`src/hptc_pkg.sv`:
```
package hptc_pkg;

  // queue between front and back
  localparam int QUEUE_DEPTH_DEF = 4;
  // one quotient bit per divider stage
  localparam int DIV_STAGES = 64;

  localparam int CFG_IDX_W = 3;
  localparam logic [CFG_IDX_W-1:0] REG_TEMP = 3'd0;
  localparam logic [CFG_IDX_W-1:0] REG_PLO  = 3'd1;
  localparam logic [CFG_IDX_W-1:0] REG_PHI  = 3'd2;
  localparam logic [CFG_IDX_W-1:0] REG_P9   = 3'd3;
  localparam logic [CFG_IDX_W-1:0] REG_HUM  = 3'd4;
  localparam logic [CFG_IDX_W-1:0] REG_H6   = 3'd5;

  localparam logic signed [63:0] PRESS_MAX   = 64'sd4294967295;
  localparam logic signed [63:0] HUM_MAX_Q   = 64'sd419430400;
  localparam logic [16:0]        HUM_Q10_MAX = 17'd102400;

  typedef struct packed {
    logic [19:0] raw_pressure;
    logic [19:0] raw_temperature;
    logic [15:0] raw_humidity;
  } sample_t;

  typedef struct packed {
    logic signed [31:0] fine_temperature;
    logic signed [19:0] temperature_centi;
    logic [31:0]        pressure_q8;
    logic               pressure_invalid;
    logic [16:0]        humidity_q10;
  } result_t;

  typedef struct packed {
    logic [15:0]        t1;
    logic signed [15:0] t2;
    logic signed [15:0] t3;
    logic [15:0]        p1;
    logic signed [15:0] p2;
    logic signed [15:0] p3;
    logic signed [15:0] p4;
    logic signed [15:0] p5;
    logic signed [15:0] p6;
    logic signed [15:0] p7;
    logic signed [15:0] p8;
    logic signed [15:0] p9;
    logic [7:0]         h1;
    logic signed [15:0] h2;
    logic [7:0]         h3;
    logic signed [15:0] h4;
    logic signed [15:0] h5;
    logic signed [7:0]  h6;
  } coef_t;

  // front to back: everything but the division and its tail
  typedef struct packed {
    logic signed [23:0] tf;
    logic signed [19:0] tc;
    logic signed [63:0] num;
    logic signed [30:0] den;
    logic               bad;
    logic [16:0]        hum;
  } work_t;

  typedef struct packed {
    logic signed [23:0] tf;
    logic signed [19:0] tc;
    logic               bad;
    logic [16:0]        hum;
  } carry_t;

endpackage

```
`src/hptc_fifo.sv`:
```
module hptc_fifo import hptc_pkg::*; #(
  parameter int DEPTH = QUEUE_DEPTH_DEF
) (
  input  logic  clk,
  input  logic  rst,
  input  logic  push_valid,
  output logic  push_ready,
  input  work_t push_item,
  output logic  pop_valid,
  input  logic  pop_ready,
  output work_t pop_item
);

  localparam int PW = $clog2(DEPTH);
  localparam int CW = $clog2(DEPTH + 1);

  work_t          mem [DEPTH];
  logic [PW-1:0]  wp, rp;
  logic [CW-1:0]  cnt;
  logic           push, pop;

  assign push_ready = (cnt != CW'(DEPTH));
  assign pop_valid  = (cnt != '0);
  assign pop_item   = mem[rp];
  assign push       = push_valid && push_ready;
  assign pop        = pop_valid && pop_ready;

  always_ff @(posedge clk) begin
    if (push) begin
      mem[wp] <= push_item;
    end
  end

  always_ff @(posedge clk) begin
    if (rst) begin
      wp  <= '0;
      rp  <= '0;
      cnt <= '0;
    end else begin
      if (push) begin
        wp <= (wp == PW'(DEPTH - 1)) ? '0 : wp + 1'b1;
      end
      if (pop) begin
        rp <= (rp == PW'(DEPTH - 1)) ? '0 : rp + 1'b1;
      end
      if (push && !pop) begin
        cnt <= cnt + 1'b1;
      end else if (pop && !push) begin
        cnt <= cnt - 1'b1;
      end
    end
  end

endmodule

```
`config.mk`:
```
export PLATFORM = sky130hd
export DESIGN_NAME = hptc_fifo
export DESIGN_NICKNAME = d
export VERILOG_FILES = /design/src/hptc_pkg.sv /design/src/hptc_fifo.sv
export SDC_FILE = /design/constraint.sdc
export NUM_CORES = 1
export LEC_CHECK = 0
export ABC_AREA = 1
export BUFFER_PORTS_ARGS = -buffer_cell sky130_fd_sc_hd__buf_2
export CORE_AREA = 2 2 199 201
export CTS_CLUSTER_SIZE = 14
export DETAILED_ROUTE_END_ITERATION = 7
export DIE_AREA = 0 0 201 203
export PLACE_DENSITY = 0.83
export SETUP_SLACK_MARGIN = 0.15
export SYNTH_ARGS = -nofsm -noshare
export SYNTH_HDL_FRONTEND = slang
export SYNTH_SLANG_ARGS = --single-unit
```
`constraint.sdc`:
```
create_clock -name clk -period 16.3 [get_ports clk]
set_clock_uncertainty 0.05 [all_clocks]
set_input_delay 0.815 -clock clk [delete_from_list [all_inputs] [get_ports clk]]
set_output_delay 0.815 -clock clk [all_outputs]
set_load 0.05 [all_outputs]
```
[Yosys cells after proc, flatten, opt, wreduce, memory -nomap -nowiden]
Memories as Yosys holds them, arrays and structs flattened. A register that Yosys moved wholly into a read port is not among the register bits.
Cells that the tools add are included.
Word-level totals
  input bits: 161
  memories: 1
  output and inout port bits: 159
  memory bits (writable): 628
  register bits: 7
Operators by class
  reductions and logical operators: 8
  muxes and demuxes: 8
  add/sub/neg operators: 4
  equal/unequal tests: 3
Memories
  mem: depth 4, width 157, rd ports 1, clocked after memory_dff 1, wr ports 1, line hptc_fifo.sv:17  | work_t mem [DEPTH];
Operator list (count)
  2-bit two-way mux: 4
  3-bit two-way mux: 2
  2-bit by 1-bit adder with 2-bit output (second input constant): 2
  2-bit == test (second input constant): 2
  1-bit logical AND: 4
  3-bit by 1-bit adder with 3-bit output (second input constant): 1
  3-bit != test (second input constant): 1
  3-bit nonzero test: 1
  3-bit by 1-bit subtractor with 3-bit output (second input constant): 1
  1-bit logical NOT: 2
  1-bit two-way mux: 2
  2-bit nonzero test: 1

[Longest topological paths before layout]
Gate-level depths: netlist (run 1).
  depth after elaboration: 6
  gate-level depth with buffers: 13
  gate-level depth less buffers: 13

[Worst setup path after synthesis (run 1)]
Ideal clock, no wire load.
  path type: register -> register
  from: register cnt[0]
  to: memory mem[0][0] (netlist bit), enable pin
  cell stages (with the launch flop): 5
  setup slack: 7.930 ns
  arrival: 7.643 ns
  path through: dfxtp_1 nor2_1 nand2_1 nand2_1 nor2_1
On the way
  longest elaborated chain between the ends: 4
Ends and longest elaborated chain
  from (decl): line hptc_fifo.sv:19  | logic [CW-1:0] cnt;
  from (signal assigned): line hptc_fifo.sv:47  | cnt <= cnt + 1'b1;
  from (signal assigned): line hptc_fifo.sv:49  | cnt <= cnt - 1'b1;
  3-bit != test: line hptc_fifo.sv:22  | assign push_ready = (cnt != CW'(DEPTH));
  named net push_ready: line hptc_fifo.sv:7  | output logic push_ready,
  1-bit logical AND: line hptc_fifo.sv:25  | assign push = push_valid && push_ready;
  1-bit two-way mux: line hptc_fifo.sv:29  | if (push) begin
  1-bit two-way mux (not written as such): line hptc_fifo.sv:30  | mem[wp] <= push_item;
  to (decl): line hptc_fifo.sv:17
The timed path passes the listed nets, and every way through them passes these cells.

==> results of run 1 <==
==> logic make-up (layout without fill, tap and decap cells) <==
family                     count (synthesis)  after routing  synth area share [%]
xor gates and xnor gates                   1              1                0.0369
buffers and inverters                    119            454                  3.11
other                                      0             12                     0
adders and majority gates                  7              7                 0.400
AOI/OAI and AO/OA                        474            474                  10.8
and+or+nand+nor                          349            349                  5.56
DFF                                      637            637                  80.1
==> worst paths after layout <==
check	from	to	slack, ps	cells past startpoint
max	flop	pop_item[122]	11640	5
min	rst	cnt[0]	330	2
max reg2reg	cnt[0]	mem[3][82]	12960	5
min reg2reg	rp[1]	flop	480	2
==> sequential cells by signal, summed over array words and instances (netlist names), named ones only <==
register	flops
cnt	3
mem	628
rp	2
wp	2
==> layout make-up <==
class                   instances  area, sq um  area share [%]
diodes                         12         30.0           0.110
clock inverters                23          128           0.468
clock buffers                  82         1640            5.99
multi-input cells             831         4020            14.7
repair buffers                333         1710            6.28
flip-flops and latches        637        19000            69.8
well taps                     518          648            2.37
inverters                      16         70.1           0.257
==> placed cells by master (no fill, tap or decap) <==
master	count
o22ai_1	157
clkbuf_16	61
nand2_1	14
nor2_4	4
nand4_1	1
clkbuf_1	18
clkinv_1	14
dfxtp_1	7
bufinv_16	1
inv_1	14
buf_2	319
fa_1	1
inv_8	1
buf_12	1
nor2_1	327
ha_1	6
nand3b_1	2
edfxtp_1	628
inv_4	1
a21oi_1	2
clkinvlp_4	2
o21ai_1	38
nand3_1	1
dfxtp_4	2
xor2_1	1
clkbuf_8	3
buf_4	13
o21ai_0	277
clkinv_2	6
diode_2	12
==> per-layer routing <==
metal  global-route usage (%)  wire, um
met5                        0        45
met4                     9.92      1750
met3                     5.92      4710
met2                     42.3     25900
met1                     32.7     19900
==> metrics by stage <==
stage	utilization, %	std cells	power (mW)	setup slack, ps	instance area (sq um)
finish	71.0	2452	5.28	11640	27300
global route	70.9	2444	5.49	11360	27300
CTS	70.9	2440	5.30	11640	27300
detailed placement	66.3	2335	4.04	12340	25500
global placement	66.3	2335	4.00	12460	25500
floorplan	-	1587	3.61	7930	23800
==> power by group <==
part | switching, mW | leakage, nW | internal [mW]
registers | 0.0530 | 5.83 | 2.00
logic | 1.59 | 2.78 | 0.385
clock network | 0.553 | 0.854 | 0.709
total | 2.19 | 9.47 | 3.09
==> flow_summary.yaml, run 1 <==
placement:
  gp_congestion: 0.757
  port-buffer-count: 319
  hpwl_um: 28200
detailed_routing:
  vias: 14600
  drc_errors: 0
  drtIter0Drc: 1504
  wl_per_cell_um: 21.3
  detail-route-antenna-nets: 0
  wirelength_um: 52300
  vias_per_cell: 5.95
  firstDrtPassIters: 5
critical_path:
  path_delay_family: "buffers and inverters"
  cp-start-kind: "flop"
  endpoint_kind: "output pin"
  critPathSlowestCell: "buf_4"
  path_max_fanout: 104
  required_ps: 15440
  critPathMaxStageDelay_ps: 900
  path_class: "reg -> out"
  critPathArrivalTime_ps: 3790
  cp_num_buf_inv: 3
  worstPathCellList: "buf_4 -> buf_4 -> o21ai_0 -> o22ai_1 -> buf_2"
  cp_common_cell: "buf_4"
timing:
  hold_ws_ps: 333
  finalHoldViolCount: 0
  setup_viol: 0
  slew_headroom_pct: 20.4
  finalSetupTns_ps: 0
  fmax_mhz: 215
  maxSlewViolCount: 0
  fin_crit_ps: 4660
  tightest_slew_ps: 1190
  rsz0062_at_grt: "false"
  fin_crit_sh_pct: 28.6
logic_synthesis:
  synth_top_area_share_pct: 79.3
  synth_nets: 1755
  syn_area_sq_um: 23800
  synth_cell_types: 23
  synth_most_common_cell: "edfxtp_1"
  synth_common_cells: "edfxtp_1 (628), nor2_1 (331), o21ai_0 (277), o22ai_1 (157), clkbuf_1 (50)"
  synth.avg_cell_area_sq_um: 15.0
  ys_top_cells_by_area: "edfxtp_1 (79%), o21ai_0 (5.8%), nor2_1 (5.2%)"
  syn_inst: 1587
  async_flop_share_pct: 0
  ys.flop_type: "edfxtp_1"
  synth.ff_latch_count: 637
  synth_edf_count: 628
  yosysWarnings: 0
  synth_top_area_cell: "edfxtp_1"
  ys_seq_area_share_pct: 80.1
grt:
  grt_pass1_wl_um: 79600
  antenna_found_initial: 12
  grt_pass1_vias: 14500
  grt_max_degree: 207
  overflow: 0
  grt_use_total_pct: 25.4
clock_network:
  path_clk_slew_ps: 60
  cts_tree: "yes"
  clk_latency_ps: 600
  cts_resized: 0
  cts-htree-levels: 2
  cts.sinks: 637
  cts_setup_buffers: 0
  cts_root_buffer: "clkbuf_16"
  cts_buffer_depth: 3
  cts_buffers: 59
  ctsHoldBuffers: 0
floorplan:
  die_h_um: 203
  num_rows: 72
  die_w_um: 201
  coreArea_sq_um: 38500
  num_io_pins: 320
  die-area_sq_um: 40800
  initial_core_util_pct: 61.8
power_and_ir_drop:
  p_per_area_nw_per_um2: 194
  vdd_drop_max_mv: 0.237
  p_leak_nw: 9.47
hold_path:
  hp-class: "in -> reg"
finish:
  n_fill_cell: 2404
  syn_to_final_growth_pct: 14.8
  drive_gt1_share_pct: 21.5
  fin_nets: 2046
job:
  maxCapViolCount: 0
run_status:
  outcome: "complete, no violations"
No activity file was read; power rests on OpenSTA's default activity.
==> inputs of run 2 (changes only) <==
Settings changed: ABC_AREA 1 to 0, CORE_AREA 2 2 199 201 to 2 2 205 207, DIE_AREA 0 0 201 203 to 0 0 207 209, PLACE_DENSITY 0.83 to 0.78.
Clock period 16.3 ns to 4.9 ns, I/O delays scaled along.
==> run 2 against run 1 <==
Sequential power grew to 3.3 times the previous value. Global-route usage is 3.3 points lower. Die area is 6.0% higher.
==> flow_summary.yaml, run 2 <==
run_status:
  outcome: "complete, no violations"
detailed_routing:
  wirelength_um: 46800
  vias_per_cell: 5.64
  firstDrtPassIters: 5
  vias: 11100
  drc_errors: 0
  wl_per_cell_um: 23.7
  detail-route-antenna-nets: 0
  drtIter0Drc: 885
power_and_ir_drop:
  p_leak_nw: 9.67
  total_power_mw: 15.4
  vdd_drop_max_mv: 0.404
  p_per_area_nw_per_um2: 537
clock_network:
  path_clk_slew_ps: 60
  cts_buffer_depth: 3
  cts_root_buffer: "clkbuf_16"
  cts.sinks: 637
  cts-htree-levels: 2
  cts_buffers: 60
  cts_tree: "yes"
  clk_latency_ps: 600
  cts_resized: 0
critical_path:
  rr_endpoint: "cnt[2]"
  r2r_setup_slack_ps: 2320
  r2r-start: "cnt[0]"
  required_ps: 4610
  critPathArrivalTime_ps: 2790
  rr_worst_depth: 7
  endpoint_kind: "output pin"
  path_max_fanout: 56
  path_class: "reg -> out"
  cp-start-kind: "flop"
grt:
  overflow: 0
  grt_use_total_pct: 22.0
  grt_pass1_wl_um: 72100
  grt_pass1_vias: 11900
  antenna_found_initial: 5
  grt_max_degree: 83
placement:
  hpwl_um: 25100
  port-buffer-count: 319
  post-place-ws_ps: 2370
  gp_congestion: 0.772
floorplan:
  num_io_pins: 320
  initial_core_util_pct: 56.1
  num_rows: 75
  die-area_sq_um: 43300
  die_h_um: 209
  die_w_um: 207
  coreArea_sq_um: 41300
logic_synthesis:
  yosysWarnings: 0
  synth_most_common_cell: "edfxtp_1"
  async_flop_share_pct: 0
  synth_top_area_share_pct: 81.5
  syn_inst: 868
  synth.ff_latch_count: 637
  ys_top_cells_by_area: "edfxtp_1 (81%), mux4_2 (15%), dfxtp_1 (0.78%)"
  synth_cell_types: 28
  synth.avg_cell_area_sq_um: 26.7
  synth_common_cells: "edfxtp_1 (628), mux4_2 (157), buf_2 (15), buf_6 (15), dfxtp_1 (9)"
  synth_edf_count: 628
  ys.flop_type: "edfxtp_1"
  ys_seq_area_share_pct: 82.2
  syn_area_sq_um: 23100
  synth_top_area_cell: "edfxtp_1"
  synth_nets: 1036
finish:
  top_register: "mem"
  top_regs: "mem x628, cnt x3"
  fin_nets: 1551
  largest_reg_flops: 628
  syn_to_final_growth_pct: 24.3
  layout_commonest_cell: "edfxtp_1"
  drive_gt1_share_pct: 40.3
  final_cell_mix: "edfxtp_1 (628), buf_2 (319), dlygate4sd3_1 (159), mux4_2 (157), clkbuf_16 (61)"
timing:
  finalSetupTns_ps: 0
  fin_crit_sh_pct: 63.0
  slew_headroom_pct: 41.5
  setup_slack_ps: 1810
  fmax_mhz: 324
  finalHoldViolCount: 0
  fin_crit_ps: 3090
  setup_viol: 0
  maxSlewViolCount: 0
  rsz0062_at_grt: "false"
  tightest_slew_ps: 877
hold_path:
  hold_depth: 4
  hold_start: "pop_ready"
  hp-class: "in -> reg"
job:
  maxCapViolCount: 0
run 2: final cells by class:
class	count	area, sq um
flip-flops and latches	637	19000
fillers	2443	12500
multi-input cells	191	3830
clock buffers	82	1620
inverters	3	11.3
repair buffers	490	3370
well taps	539	674
clock inverters	28	206
diodes	4	10.0
run 2: per-stage QoR:
step	utilization [%]	hold WS [ps]	cell area [sq um]	std cells
2_1_floorplan	-	294	23100	868
3_3_place_gp	61.4	406	25300	1701
3_5_place_dp	61.4	410	25300	1701
4_1_cts	69.6	4.08	28800	1970
5_1_grt	69.7	122	28800	1973
6_report	69.7	45.3	28800	1974
run 2: power by group:
group          internal [mW]  total [mW]  leakage [nW]  switching, mW
registers               6.60        6.77          5.83          0.172
clock network           2.41        4.31         0.870           1.90
logic                   1.31        4.36          2.97           3.05
run 2: worst max-delay path by stage:
stage,startpoint,endpoint,depth (start not counted)
detailed placement,cnt[0],mem[0][120],3
finish,flop,pop_item[127],3
global route,flop,pop_item[73],3
global placement,flop,pop_item[63],3
floorplan,cnt[0],mem[0][0],3
CTS,flop,pop_item[74],3
run 2: critical path: stages, from the launching register on:
cell	delay [ps]
dfxtp_4	910
buf_4	580
mux4_2	390
buf_2	230
run 2: repair_timing:
| item | in CTS | in global routing |
|---|---|---|
| setup buffers | 0 | 0 |
| hold endpoints to repair | 637 | 0 |
| hold buffers | 159 | 0 |
run 2: cell families (layout without fill, tap and decap cells):
group                    Yosys count  count (layout)  synth area share (%)
AO/OA/AOI/OAI                      5               5                 0.151
XOR/XNOR                           2               2                0.0757
adder cells (fa/ha/maj)            7               7                 0.411
buffers and inverters             40             603                  1.25
flip-flops                       637             637                  82.2
multiplexers                     160             160                  15.4
other                              0               4                     0
AND/OR/NAND/NOR                   17              17                 0.459
run 2: metal layers:
metal / vias up / share of wire, % / track usage [%]
met3: 88 / 7.0 / 4.93
met2: 427 / 52 / 36.2
li1: 4809 / - / -
met1: 5807 / 38 / 29.6
met4: 2 / 2.9 / 7.93
met5: - / 0.023 / 0
